### src/design/rwl_pkg.sv
// Shared constants, codes and beat types for the reader/writer lock arbiter.
`default_nettype none

package rwl_pkg;

  // Waiter queue depth and reader limit
  localparam int WAIT_DEPTH  = 16;
  localparam int MAX_READERS = 255;
  localparam int READER_LIMIT = (MAX_READERS < 255) ? MAX_READERS : 255;

  localparam int WAIT_AW = (WAIT_DEPTH > 1) ? $clog2(WAIT_DEPTH) : 1;
  localparam int WAIT_CW = $clog2(WAIT_DEPTH + 1);

  localparam int ID_W      = 4;
  localparam int READERS_W = 8;

  localparam logic [READERS_W-1:0] READER_LIMIT_V = READERS_W'(READER_LIMIT);

  // Request codes
  localparam logic [1:0] ACT_READ   = 2'd0;
  localparam logic [1:0] ACT_WRITE  = 2'd1;
  localparam logic [1:0] ACT_UNLOCK = 2'd2;

  // Result status codes
  localparam logic [2:0] ST_GRANTED  = 3'd0;
  localparam logic [2:0] ST_QUEUED   = 3'd1;
  localparam logic [2:0] ST_RELEASED = 3'd2;
  localparam logic [2:0] ST_REJECTED = 3'd3;
  localparam logic [2:0] ST_FREE     = 3'd4;

  typedef struct packed {
    logic [1:0]      action;
    logic [ID_W-1:0] requester;
  } rwl_in_t;

  typedef struct packed {
    logic [2:0]           status;
    logic                 wake_valid;
    logic [ID_W-1:0]      wake_id;
    logic                 wake_is_write;
    logic [READERS_W-1:0] readers_held;
    logic                 writer_held;
  } rwl_out_t;

  typedef struct packed {
    logic            push;
    logic            pop;
    logic [ID_W-1:0] push_id;
  } fifo_ctl_t;

  typedef struct packed {
    logic            empty;
    logic            full;
    logic [ID_W-1:0] head_id;
  } fifo_sts_t;

endpackage

`default_nettype wire

### src/design/rwl_wait_fifo.sv
// Queue of waiting requester identifiers.
`default_nettype none

module rwl_wait_fifo (
  input  wire                 clk,
  input  wire                 rst_n,
  input  rwl_pkg::fifo_ctl_t  ctl,
  output rwl_pkg::fifo_sts_t  sts
);
  import rwl_pkg::*;

  logic [ID_W-1:0]    ids_r [WAIT_DEPTH];
  logic [WAIT_AW-1:0] head_r, head_nxt;
  logic [WAIT_CW-1:0] count_r, count_nxt;
  logic [WAIT_AW:0]   tail_sum;
  logic [WAIT_AW-1:0] tail;

  // Tail is head plus count, wrapped once
  assign tail_sum = (WAIT_AW+1)'(head_r) + (WAIT_AW+1)'(count_r);
  assign tail = (tail_sum >= (WAIT_AW+1)'(WAIT_DEPTH)) ?
                WAIT_AW'(tail_sum - (WAIT_AW+1)'(WAIT_DEPTH)) : tail_sum[WAIT_AW-1:0];

  always_comb begin
    head_nxt  = head_r;
    count_nxt = count_r;
    if (ctl.pop) begin
      head_nxt = (head_r == WAIT_AW'(WAIT_DEPTH - 1)) ? '0 : head_r + 1'b1;
    end
    if (ctl.push && !ctl.pop) begin
      count_nxt = count_r + 1'b1;
    end else if (ctl.pop && !ctl.push) begin
      count_nxt = count_r - 1'b1;
    end
  end

  always_ff @(posedge clk) begin
    if (!rst_n) begin
      head_r  <= '0;
      count_r <= '0;
    end else begin
      head_r  <= head_nxt;
      count_r <= count_nxt;
    end
  end

  always_ff @(posedge clk) begin
    if (ctl.push) begin
      ids_r[tail] <= ctl.push_id;
    end
  end

  assign sts.empty   = (count_r == '0);
  assign sts.full    = (count_r == WAIT_CW'(WAIT_DEPTH));
  assign sts.head_id = ids_r[head_r];

endmodule

`default_nettype wire

### src/design/rwl_core.sv
// Lock state and grant decision for one request beat.
`default_nettype none

module rwl_core (
  input  wire                 clk,
  input  wire                 rst_n,
  input  wire                 fire,
  input  rwl_pkg::rwl_in_t    req,
  input  rwl_pkg::fifo_sts_t  wsts,
  input  rwl_pkg::fifo_sts_t  rsts,
  output rwl_pkg::fifo_ctl_t  wctl,
  output rwl_pkg::fifo_ctl_t  rctl,
  output rwl_pkg::rwl_out_t   res
);
  import rwl_pkg::*;

  logic                 writer_r, writer_nxt;
  logic [READERS_W-1:0] readers_r, readers_nxt;
  logic [READERS_W-1:0] rel_readers;
  logic [2:0]           status;
  logic                 wpush, rpush, wpop, rpop;

  // Readers left once an unlock has released its hold
  assign rel_readers = writer_r ? readers_r : readers_r - 1'b1;

  always_comb begin
    writer_nxt  = writer_r;
    readers_nxt = readers_r;
    status      = ST_FREE;
    wpush       = 1'b0;
    rpush       = 1'b0;
    wpop        = 1'b0;
    rpop        = 1'b0;
    unique case (req.action)
      ACT_READ: begin
        if (!writer_r) begin
          if (readers_r < READER_LIMIT_V) begin
            readers_nxt = readers_r + 1'b1;
            status      = ST_GRANTED;
          end else begin
            status = ST_REJECTED;
          end
        end else if (!rsts.full) begin
          rpush  = 1'b1;
          status = ST_QUEUED;
        end else begin
          status = ST_REJECTED;
        end
      end
      ACT_WRITE: begin
        if (!writer_r && readers_r == '0) begin
          writer_nxt = 1'b1;
          status     = ST_GRANTED;
        end else if (!wsts.full) begin
          wpush  = 1'b1;
          status = ST_QUEUED;
        end else begin
          status = ST_REJECTED;
        end
      end
      ACT_UNLOCK: begin
        if (writer_r || readers_r != '0) begin
          status      = ST_RELEASED;
          writer_nxt  = 1'b0;
          readers_nxt = rel_readers;
          // Prefer the oldest writer once the lock is free
          if (rel_readers == '0 && !wsts.empty) begin
            wpop       = 1'b1;
            writer_nxt = 1'b1;
          end else if (!rsts.empty && rel_readers < READER_LIMIT_V) begin
            rpop        = 1'b1;
            readers_nxt = rel_readers + 1'b1;
          end
        end
      end
      default: status = ST_FREE;
    endcase
  end

  always_ff @(posedge clk) begin
    if (!rst_n) begin
      writer_r  <= 1'b0;
      readers_r <= '0;
    end else if (fire) begin
      writer_r  <= writer_nxt;
      readers_r <= readers_nxt;
    end
  end

  assign wctl.push    = fire & wpush;
  assign wctl.pop     = fire & wpop;
  assign wctl.push_id = req.requester;
  assign rctl.push    = fire & rpush;
  assign rctl.pop     = fire & rpop;
  assign rctl.push_id = req.requester;

  assign res.status        = status;
  assign res.wake_valid    = wpop | rpop;
  assign res.wake_id       = wpop ? wsts.head_id : (rpop ? rsts.head_id : '0);
  assign res.wake_is_write = wpop;
  assign res.readers_held  = readers_nxt;
  assign res.writer_held   = writer_nxt;

endmodule

`default_nettype wire

### src/design/reader_writer_lock_arbiter.sv
// Top level of the reader/writer lock arbiter with writer-preferred wakeup.
//
// Usage: each input beat (in_valid/in_stall/in_data) carries one request:
// lock for read, lock for write or unlock, with the requester's identifier.
// Every request yields exactly one result beat (out_valid/out_stall/out_data)
// giving the status, the waiter woken by an unlock if any, and the lock
// holdings after the request.
// Path: the request sits in the input register while the core decides, and the
// result register loads when the request fires; out_stall can hold the request
// in the input register in between.
// Throughput: one request per cycle while out_stall does not hold a result,
// set by the update of the lock state and queue heads as each request fires.
// Stall: while out_stall holds a result, the input register fills and
// in_stall rises until the result is taken; no beat is lost or repeated.
// Reset (rst_n low, synchronous): lock free, both waiter queues empty, no
// beat in flight. Queue entries hold no reset value and are read only after
// they were written.
`default_nettype none

module reader_writer_lock_arbiter (
  input  wire                clk,
  input  wire                rst_n,
  input  wire                in_valid,
  output logic               in_stall,
  input  rwl_pkg::rwl_in_t   in_data,
  output logic               out_valid,
  input  wire                out_stall,
  output rwl_pkg::rwl_out_t  out_data
);
  import rwl_pkg::*;

  logic      s1_valid_r, s1_valid_nxt;
  rwl_in_t   s1_data_r;
  logic      out_valid_r, out_valid_nxt;
  rwl_out_t  out_data_r;
  logic      advance;
  logic      fire;
  fifo_ctl_t wctl, rctl;
  fifo_sts_t wsts, rsts;
  rwl_out_t  res;

  // Advance the request stage whenever the result register is free or drains
  assign advance  = !out_valid_r || !out_stall;
  assign fire     = s1_valid_r && advance;
  assign in_stall = s1_valid_r && !advance;

  always_comb begin
    s1_valid_nxt = s1_valid_r;
    if (!in_stall) begin
      s1_valid_nxt = in_valid;
    end
    out_valid_nxt = out_valid_r;
    if (advance) begin
      out_valid_nxt = s1_valid_r;
    end
  end

  always_ff @(posedge clk) begin
    if (!rst_n) begin
      s1_valid_r  <= 1'b0;
      out_valid_r <= 1'b0;
    end else begin
      s1_valid_r  <= s1_valid_nxt;
      out_valid_r <= out_valid_nxt;
    end
  end

  // Payload registers: hold while stalled, no reset needed
  always_ff @(posedge clk) begin
    if (in_valid && !in_stall) begin
      s1_data_r <= in_data;
    end
    if (fire) begin
      out_data_r <= res;
    end
  end

  rwl_core u_core (
    .clk   (clk),
    .rst_n (rst_n),
    .fire  (fire),
    .req   (s1_data_r),
    .wsts  (wsts),
    .rsts  (rsts),
    .wctl  (wctl),
    .rctl  (rctl),
    .res   (res)
  );

  // Writer waiters
  rwl_wait_fifo u_write_wait (
    .clk   (clk),
    .rst_n (rst_n),
    .ctl   (wctl),
    .sts   (wsts)
  );

  // Reader waiters
  rwl_wait_fifo u_read_wait (
    .clk   (clk),
    .rst_n (rst_n),
    .ctl   (rctl),
    .sts   (rsts)
  );

  assign out_valid = out_valid_r;
  assign out_data  = out_data_r;

`ifndef NO_ASSERTIONS
  a_excl_hold: assert property (@(posedge clk) disable iff (!rst_n)
    out_valid |-> !(out_data.writer_held && out_data.readers_held != '0))
    else $error("writer and readers held together");

  a_wake_on_release: assert property (@(posedge clk) disable iff (!rst_n)
    out_valid && out_data.wake_valid |-> out_data.status == ST_RELEASED)
    else $error("wakeup without a release");

  a_wake_quiet: assert property (@(posedge clk) disable iff (!rst_n)
    out_valid && !out_data.wake_valid |->
      out_data.wake_id == '0 && !out_data.wake_is_write)
    else $error("wake fields set without a wakeup");

  a_no_pop_empty: assert property (@(posedge clk) disable iff (!rst_n)
    !(wctl.pop && wsts.empty) && !(rctl.pop && rsts.empty))
    else $error("pop from an empty waiter queue");
`endif

endmodule

`default_nettype wire
### config.mk
export PLATFORM = sky130hd
export DESIGN_NAME = reader_writer_lock_arbiter
export DESIGN_NICKNAME = d
export VERILOG_FILES = /design/src/design/rwl_pkg.sv /design/src/design/rwl_wait_fifo.sv /design/src/design/rwl_core.sv /design/src/design/reader_writer_lock_arbiter.sv
export SDC_FILE = /design/constraint.sdc
export NUM_CORES = 1
export LEC_CHECK = 0
export BUFFER_PORTS_ARGS = -buffer_cell sky130_fd_sc_hd__clkbuf_2
export CAP_MARGIN = 20
export CORE_MARGIN = 2
export CORE_UTILIZATION = 60
export DETAILED_ROUTE_END_ITERATION = 10
export GPL_ROUTABILITY_DRIVEN = 0
export GPL_TIMING_DRIVEN = 0
export PLACE_DENSITY = 0.76
export SYNTH_ARGS = -nofsm -noshare
export SYNTH_HDL_FRONTEND = slang
export SYNTH_HIERARCHICAL = 1
export SYNTH_SLANG_ARGS = --single-unit
### constraint.sdc
create_clock -name clk -period 5.1 [get_ports clk]
set_clock_uncertainty 0.2 [all_clocks]
set_input_delay 0.51 -clock clk [delete_from_list [all_inputs] [get_ports clk]]
set_output_delay 0.51 -clock clk [all_outputs]
set_load 0.01 [all_outputs]
==> flow_summary.json, run 1 <==
{
  "initial_utilization_pct": 61.53,
  "hp-class": "input port to register",
  "rsz0062_at_grt": "false",
  "final_common_cell": "edfxtp_1",
  "wl_mm": 18.33,
  "drive_gt1_share_pct": 14.98,
  "critPathMaxFanout": 7,
  "crit_path_end_kind": "register",
  "vias": 5651,
  "startpoint_type": "register",
  "num_io_pins": 30,
  "synth_cells": 641,
  "cp_slowest_cell": "or4b_2",
  "crit_type": "register to register",
  "synth-edff-count": 152,
  "syn-num-nets": 679,
  "wl_per_cell_um": 20.71,
  "syn2layout_area_growth_pct": 11.01,
  "post_cts_buffers": 0,
  "combPwrFrac_pct": 7.4,
  "io_buffers": 29,
  "layout_worst_path_cycle_share_pct": 92.42,
  "min_period_ns": 4.714,
  "diodes": 0,
  "fmax_mhz": 212.2,
  "grt_pass1_vias": 5676,
  "final_cells": 885,
  "synth_area_per_cell_sq_um": 14.00,
  "cts-buffers-inserted": 17,
  "ant_nets": 0,
  "synth_cell_types": 63,
  "die-height_um": 126.3,
  "first_pass_iters": 5,
  "clkTransAtPathRegs_ns": 0.07,
  "max-slew-margin-rel_pct": 45.43,
  "grt_pass1_wl_mm": 29.48,
  "dpl.hpwl_mm": 12.78,
  "cts_sinks": 189,
  "max_stage_delay_ns": 0.61,
  "synth-main-ff-cell": "edfxtp_1",
  "cts_resized": 0,
  "antenna_found_initial": 0,
  "syn_area_sq_um": 8976,
  "gr-total-overflow": 0,
  "design.die.area_sq_um": 15950,
  "first_iter_violations": 705,
  "drc_errors": 0,
  "hold_buffers": 0,
  "clockBufferDepth": 2,
  "pwr-share-clk_pct": 40.4,
  "insertion_delay_ns": 0.44,
  "pwr-share-seq_pct": 52.2,
  "core_sq_um": 14590,
  "p_switching_mw": 0.7491,
  "seq_area_frac_synth_pct": 59.10,
  "grt.total_usage_pct": 24.32,
  "fin_tns_setup_ns": 0,
  "fp-row-count": 44,
  "dp.cells": 855,
  "htree_levels": 4,
  "worst_pin_slew_ns": 0.8168,
  "setup_slack_ns": 0.3863,
  "async_flop_share_pct": 0,
  "ir_worst_vdd_uv": 243.1,
  "cts_root_buffer": "clkbuf_16",
  "power.leakage_nw": 3.634,
  "tritoncts": "done",
  "critPathRequiredTime_ns": 5.28,
  "internal_power_mw": 2.501,
  "cp_cell_sequence": "inv_1 > ha_1 > nor2b_1 > a21oi_1 > inv_1 > ha_1 > or4b_2 > nor3_1 > a31o_2 > nor3_2 > and2_1 > inv_1 > ha_1 > inv_1 > ha_1 > a21o_1 > a21oi_1 > or4b_2 > nand3_1",
  "avgViaCountPerCell": 6.385,
  "maxSlewViolCount": 0,
  "die_w_um": 126.3,
  "final_cell_mix": "152 x edfxtp_1, 52 x nor2_1, 37 x dfxtp_1",
  "crit_arrival_ns": 4.89,
  "fin_nets": 727,
  "powerDensity_nw_per_um2": 326.2,
  "run_status": "completed",
  "hold_viol": 0,
  "ys_warn_count": 6,
  "synth_seq_cells": 189,
  "swShare_pct": 23.05,
  "place_ws_ns": 0.2385,
  "cap_viol_max_count": 0,
  "setup_violations": 0,
  "grt_max_degree": 18
}
-- worst max-delay path, delay by kind of cell (launching register included) --
family | cells | cell delay, ns
simple gates | 7 | 2.11
fa+ha+maj | 4 | 0.89
flops | 1 | 0.45
buf+inv | 4 | 0.45
compound gates | 4 | 0.56
-- layout make-up --
cell class / count / area [sq um]
tap: 184 / 230.2
timing repair buffer: 30 / 160.2
sequential: 189 / 5305
multi-input combinational: 401 / 3392
buffer: 37 / 244.0
fill: 955 / 4624
clock inverter: 14 / 158.9
inverter: 13 / 48.80
clock buffer: 17 / 425.4
-- kinds of logic (layout without fill, tap and decap cells) --
group / after synthesis / count (layout) / synth area share [%]
AO/OA/AOI/OAI: 105 / 105 / 7.862
XOR/XNOR: 25 / 25 / 2.439
adder cells (fa/ha/maj): 28 / 28 / 4.238
buffers and inverters: 51 / 111 / 3.304
flip-flops: 189 / 189 / 59.10
multiplexers: 49 / 49 / 11.29
AND/OR/NAND/NOR: 194 / 194 / 11.76
-- cells in the mapped netlist, types with 6 or more instances --
cell type  instances  area share [%]
edfxtp_1         152              51
nor2_1            52             2.2
dfxtp_1           37             8.3
nand2_1           34             1.4
mux4_1            32             9.4
ha_1              24             3.3
a21oi_1           23             1.3
o21ai_0           19             1.1
and2_1            18             1.3
clkbuf_1          17            0.71
a22oi_1           16             1.3
xnor2_1           16             1.6
mux2i_1           15             1.7
a31oi_1           14            0.98
nor2b_1           14            0.98
inv_1             13            0.54
nand3_1           13            0.72
buf_4             10            0.84
xor2_1             9            0.88
nand4_1            7            0.49
nor3_1             7            0.39
a21o_1             6            0.50
and3_1             6            0.42
-- metrics by stage --
step           instance area (sq um)  power, mW  hold WS [ns]  utilization [%]
2_1_floorplan                   8976      1.894        0.2514                -
3_3_place_gp                    9351      1.951        0.2643            64.10
3_5_place_dp                    9370      1.963        0.2713            64.23
4_1_cts                         9955      3.267       0.03102            68.23
5_1_grt                         9965      3.357       0.02956            68.30
6_report                        9965      3.250       0.04299            68.30
-- power groups by stage --
| stage | clock network (mW) | logic (mW) | registers [mW] |
|---|---|---|---|
| 5_1_grt | 1.40 | 0.261 | 1.70 |
| 6_report | 1.31 | 0.240 | 1.70 |
| 3_5_place_dp | 0 | 0.232 | 1.73 |
| 4_1_cts | 1.34 | 0.234 | 1.70 |
| 2_1_floorplan | 0 | 0.162 | 1.73 |
| 3_3_place_gp | 0 | 0.221 | 1.73 |
-- layer usage --
metal,routed length [um],track usage (%)
met3,1267,6.790
met5,0,0
met4,599,9.890
met1,7702,31.40
met2,8755,39.41
-- flip-flops by register name, indices dropped and copies added, names as in the netlist, 4 cells and up, named ones only --
signal	count
u_read_wait/count_r	5
out_data	18
u_read_wait/ids_r	64
u_read_wait/head_r	4
s1_data_r	6
u_write_wait/head_r	4
u_core/readers_r	8
u_write_wait/count_r	5
u_write_wait/ids_r	64
-- path summary, 6_finish.rpt --
kind	startpoint	end	slack, ns	cells past startpoint
min reg2reg	u_write_wait/count_r[4]$_SDFFE_PN0P_	u_write_wait/count_r[4]$_SDFFE_PN0P_	0.28	2
min	in_data[2]	s1_data_r[2]$_DFFE_PP_	0.04	1
max	u_core/readers_r[1]$_SDFFE_PN0P_	u_read_wait/count_r[3]$_SDFFE_PN0P_	0.39	19
max reg2reg	u_core/readers_r[1]$_SDFFE_PN0P_	u_read_wait/count_r[3]$_SDFFE_PN0P_	0.39	19
Note: power is estimated with default switching activity, not from simulation.
==> inputs of run 2 (changes only) <==
- ABC_AREA: unset -> 0
- CELL_PAD_IN_SITES_DETAIL_PLACEMENT: unset -> 1
- CELL_PAD_IN_SITES_GLOBAL_PLACEMENT: unset -> 2
- CORE_UTILIZATION: 60 -> 45
- PLACE_DENSITY: 0.76 -> 0.78
==> flow_summary.json, run 2 (synthesized netlist as in run 1, its figures left out) <==
{
  "run_status": "completed",
  "fin_nets": 727,
  "first_pass_iters": 6,
  "startpoint_type": "register",
  "max-slew-margin-rel_pct": 51.38,
  "vias": 5505,
  "rr_worst_depth": 19,
  "num_io_pins": 30,
  "wl_per_cell_um": 20.57,
  "rr_endpoint": "u_read_wait/count_r[3]$_SDFFE_PN0P_",
  "cts_root_buffer": "clkbuf_16",
  "hp-class": "input port to register",
  "whs_ns": 0.04813,
  "avgViaCountPerCell": 5.693,
  "grt.total_usage_pct": 19.41,
  "core_sq_um": 19530,
  "clockBufferDepth": 2,
  "reg2reg_from": "u_core/readers_r[1]$_SDFFE_PN0P_",
  "crit_path_end_kind": "register",
  "maxSlewViolCount": 0,
  "grt_pass1_vias": 5721,
  "rsz0062_at_grt": "false",
  "drive_gt1_share_pct": 14.96,
  "design.die.area_sq_um": 21090,
  "crit_arrival_ns": 4.95,
  "power.leakage_nw": 3.643,
  "htree_levels": 4,
  "place_ws_ns": 0.07582,
  "r2r_slack_ns": 0.32,
  "critPathMaxFanout": 7,
  "initial_utilization_pct": 45.97,
  "first_iter_violations": 262,
  "p_total_mw": 3.279,
  "grt_max_degree": 18,
  "syn2layout_area_growth_pct": 12.24,
  "cts_resized": 0,
  "ir_worst_vdd_uv": 237.0,
  "post_cts_buffers": 0,
  "critPathRequiredTime_ns": 5.27,
  "hold_viol": 0,
  "die_w_um": 145.2,
  "tritoncts": "done",
  "cts_sinks": 189,
  "cap_viol_max_count": 0,
  "die-height_um": 145.2,
  "wl_mm": 19.90,
  "worst_pin_slew_ns": 0.7277,
  "setup_slack_ns": 0.3200,
  "ant_nets": 0,
  "crit_type": "register to register",
  "insertion_delay_ns": 0.43,
  "cts-buffers-inserted": 17,
  "grt_pass1_wl_mm": 31.75,
  "hold_buffers": 0,
  "powerDensity_nw_per_um2": 325.5,
  "setup_violations": 0,
  "whs_path_depth": 1,
  "gr-total-overflow": 0,
  "clkTransAtPathRegs_ns": 0.07,
  "diodes": 0,
  "cp-startpoint": "u_core/readers_r[1]$_SDFFE_PN0P_",
  "cp-endpoint": "u_read_wait/count_r[3]$_SDFFE_PN0P_",
  "fmax_mhz": 209.2,
  "dpl.hpwl_mm": 14.25,
  "layout_worst_path_cycle_share_pct": 93.73,
  "final_cell_mix": "152 x edfxtp_1, 52 x nor2_1, 37 x dfxtp_1",
  "final_common_cell": "edfxtp_1",
  "min_period_ns": 4.780,
  "drc_errors": 0,
  "io_buffers": 29,
  "fp-row-count": 51,
  "antenna_found_initial": 0
}
## run 2: cell count changes in the layout (fill, tap and decap cells not counted), sizes merged
cell	before	now
clkbuf	62	64
clkinvlp	2	0
inv	18	19
## run 2: per-stage QoR
step / area, sq um / instances / utilization (%) / setup TNS, ns
after floorplan: 8976 / 641 / - / 0
after global placement: 9453 / 935 / 48.41 / -57.99
after detailed placement: 9472 / 936 / 48.51 / 0
after CTS: 10060 / 968 / 51.52 / 0
after global routing: 10070 / 967 / 51.60 / 0
final: 10070 / 967 / 51.60 / 0
## run 2: power breakdown
| group | switching (mW) | internal (mW) |
|---|---|---|
| clock network | 0.599 | 0.737 |
| registers | 0.0126 | 1.68 |
| logic | 0.159 | 0.0868 |
| total | 0.771 | 2.51 |
## run 2: final cells by class
| class | instances | area [sq um] |
|---|---|---|
| clock buffers | 19 | 432.9 |
| flip-flops and latches | 189 | 5305 |
| plain buffers | 37 | 244.0 |
| inverters | 13 | 48.80 |
| repair buffers | 30 | 160.2 |
| clock inverters | 13 | 155.1 |
| fillers | 1944 | 9452 |
| well taps | 265 | 331.6 |
| multi-input cells | 401 | 3397 |
## run 2: how the worst min path moves through the flow
stage,slack [ns],from,end
after global routing,0.03,in_data[0],s1_data_r[0]$_DFFE_PP_
after floorplan,0.25,u_read_wait/count_r[4]$_SDFFE_PN0P_,u_read_wait/count_r[4]$_SDFFE_PN0P_
after detailed placement,0.27,u_read_wait/count_r[4]$_SDFFE_PN0P_,u_read_wait/count_r[4]$_SDFFE_PN0P_
final,0.05,in_data[2],s1_data_r[2]$_DFFE_PP_
after global placement,0.27,u_write_wait/count_r[4]$_SDFFE_PN0P_,u_write_wait/count_r[4]$_SDFFE_PN0P_
after CTS,0.03,in_data[2],s1_data_r[2]$_DFFE_PP_
## run 2: layer usage
layer	share of wire (%)	routed length (um)	up-vias	GRT usage (%)
li1	-	-	2586	-
met1	46	9065	2802	25.55
met2	50	10010	95	32.84
met3	2.2	446	22	2.799
met4	1.9	377	0	7.206
met5	0	0	-	0
## run 2: worst max-delay path: stages, from the launching register on
cell and delay (ns):
dfxtp_1 0.47, inv_1 0.12, ha_1 0.28, nor2b_1 0.17, a21oi_1 0.11, inv_1 0.12
ha_1 0.18, or4b_2 0.60, nor3_2 0.21, a31o_2 0.27, nor3_2 0.10, and2_1 0.27
inv_1 0.12, ha_1 0.17, inv_1 0.10, ha_1 0.29, a21o_1 0.11, a21oi_1 0.09
or4b_2 0.61, nand3_1 0.10
==> inputs of run 3 (changes only) <==
- CORE_UTILIZATION: 45 -> 47
- CTS_BUF_LIST: unset -> sky130_fd_sc_hd__clkbuf_8
- PLACE_DENSITY: 0.78 -> 0.81
==> flow_summary.json, run 3 (synthesized netlist as in run 1, its figures left out) <==
{
  "run_status": "completed",
  "grt_pass1_vias": 5663,
  "diodes": 0,
  "rr_worst_depth": 20,
  "hp-class": "input port to register",
  "syn2layout_area_growth_pct": 10.02,
  "cts-buffers-inserted": 17,
  "final_common_cell": "edfxtp_1",
  "place_ws_ns": 0.1040,
  "die_w_um": 142.2,
  "wl_mm": 19.33,
  "min_from": "in_data[1]",
  "r2r_slack_ns": 0.44,
  "setup_violations": 0,
  "antenna_found_initial": 0,
  "initial_utilization_pct": 47.99,
  "startpoint_type": "register",
  "powerDensity_nw_per_um2": 296.3,
  "max-slew-margin-rel_pct": 40.68,
  "setup_slack_ns": 0.4428,
  "htree_levels": 4,
  "core_sq_um": 18710,
  "crit_path_end_kind": "register",
  "power.leakage_nw": 3.568,
  "cap_viol_max_count": 0,
  "worst_pin_slew_ns": 0.8880,
  "whs_path_depth": 1,
  "cp_slowest_cell": "or4b_2",
  "critPathMaxFanout": 7,
  "avgViaCountPerCell": 5.750,
  "hold_viol": 0,
  "final_cell_mix": "152 x edfxtp_1, 52 x nor2_1, 36 x dfxtp_1",
  "crit_buf_inv": 5,
  "rr_endpoint": "u_read_wait/count_r[3]$_SDFFE_PN0P_",
  "insertion_delay_ns": 0.46,
  "fillers": 1875,
  "reg2reg_from": "u_core/readers_r[0]$_SDFFE_PN0P_",
  "vias": 5399,
  "dpl-instance-area_sq_um": 9433,
  "first_iter_violations": 307,
  "wl_per_cell_um": 20.58,
  "clockBufferDepth": 2,
  "num_io_pins": 30,
  "finish.utilization_pct": 52.80,
  "tritoncts": "done",
  "rsz0062_at_grt": "false",
  "fmax_mhz": 214.7,
  "fin_nets": 730,
  "design_area_sq_um": 9876,
  "grt_max_degree": 18,
  "grt_pass1_wl_mm": 31.21,
  "dpl.hpwl_mm": 14.23,
  "cts_sinks": 189,
  "first_pass_iters": 4,
  "grt.total_usage_pct": 20.29,
  "drc_errors": 0,
  "clkTransAtPathRegs_ns": 0.11,
  "layout_worst_path_cycle_share_pct": 91.32,
  "io_buffers": 29,
  "min_period_ns": 4.657,
  "maxSlewViolCount": 0,
  "hold_end": "s1_data_r[1]$_DFFE_PP_",
  "die-height_um": 142.2,
  "ir_worst_vdd_uv": 172.9,
  "drive_gt1_share_pct": 15.46,
  "cp_cell_sequence": "buf_6 > inv_1 > ha_1 > nor2b_1 > a21oi_1 > inv_1 > ha_1 > or4b_2 > nor3_2 > a31o_2 > nor3_2 > and2_1 > inv_1 > ha_1 > inv_1 > ha_1 > a21o_1 > a21oi_1 > or4b_2 > nand3_1",
  "crit_type": "register to register",
  "fp-row-count": 50,
  "critical-path-top-delay-family": "simple AND/OR/NAND/NOR gates",
  "crit_arrival_ns": 4.86,
  "cts_root_buffer": "clkbuf_8",
  "design.die.area_sq_um": 20220,
  "max_stage_delay_ns": 0.61,
  "ant_nets": 0,
  "critPathRequiredTime_ns": 5.31,
  "gr-total-overflow": 0
}
## run 3: how the worst max path moves through the flow
stage / startpoint / depth (start not counted) / slack, ns / endpoint
2_1_floorplan: out_stall / 11 / 0.47 / u_write_wait/count_r[3]$_SDFFE_PN0P_
3_3_place_gp: out_stall / 12 / -1.30 / u_write_wait/count_r[3]$_SDFFE_PN0P_
3_5_place_dp: u_core/readers_r[1]$_SDFFE_PN0P_ / 19 / 0.10 / u_write_wait/count_r[4]$_SDFFE_PN0P_
4_1_cts: u_core/readers_r[1]$_SDFFE_PN0P_ / 19 / 0.05 / u_write_wait/count_r[4]$_SDFFE_PN0P_
5_1_grt: u_core/readers_r[0]$_SDFFE_PN0P_ / 19 / 0.09 / u_write_wait/count_r[4]$_SDFFE_PN0P_
6_report: u_core/readers_r[0]$_SDFFE_PN0P_ / 20 / 0.44 / u_read_wait/count_r[3]$_SDFFE_PN0P_
## run 3: through the flow
step / cells / total power, mW / hold WS (ns) / TNS, ns
floorplan: 641 / 1.894 / 0.2514 / 0
global placement: 904 / 1.962 / 0.2686 / -60.88
detailed placement: 905 / 1.970 / 0.2707 / 0
CTS: 940 / 2.949 / 0.004377 / 0
global route: 939 / 3.037 / 0.002042 / 0
finish: 939 / 2.926 / 0.03582 / 0
## run 3: timing repair
action                                  in CTS  in global routing
endpoints found under the setup margin       0                  7
hold buffers                                 3                  0
resized for setup                            0                  7
buffers inserted                             0                  0
hold endpoints to repair                     3                  0
## run 3: cell type report
class	instances	area [sq um]	share of cell area (%)
flip-flops and latches	189	5306	53.73
multi-input cells	401	3401	34.44
well taps	234	292.8	2.965
plain buffers	37	244.0	2.471
clock buffers	17	234.0	2.369
repair buffers	33	190.2	1.926
clock inverters	15	158.9	1.609
inverters	13	48.80	0.4941
## run 3: per-layer routing
metal / up-vias / part of all wire (%) / global-route usage, %
li1: 2585 / - / -
met1: 2715 / 47 / 27.38
met2: 78 / 49 / 33.99
met3: 21 / 2.6 / 3.062
met4: 0 / 1.6 / 6.632
met5: - / 0 / 0
## run 3: where the power goes
part | total (mW) | internal (mW) | leakage [nW] | switching, mW
clock network | 0.985 | 0.444 | 0.201 | 0.541
registers | 1.70 | 1.68 | 1.68 | 0.0126
logic | 0.246 | 0.0883 | 1.68 | 0.157
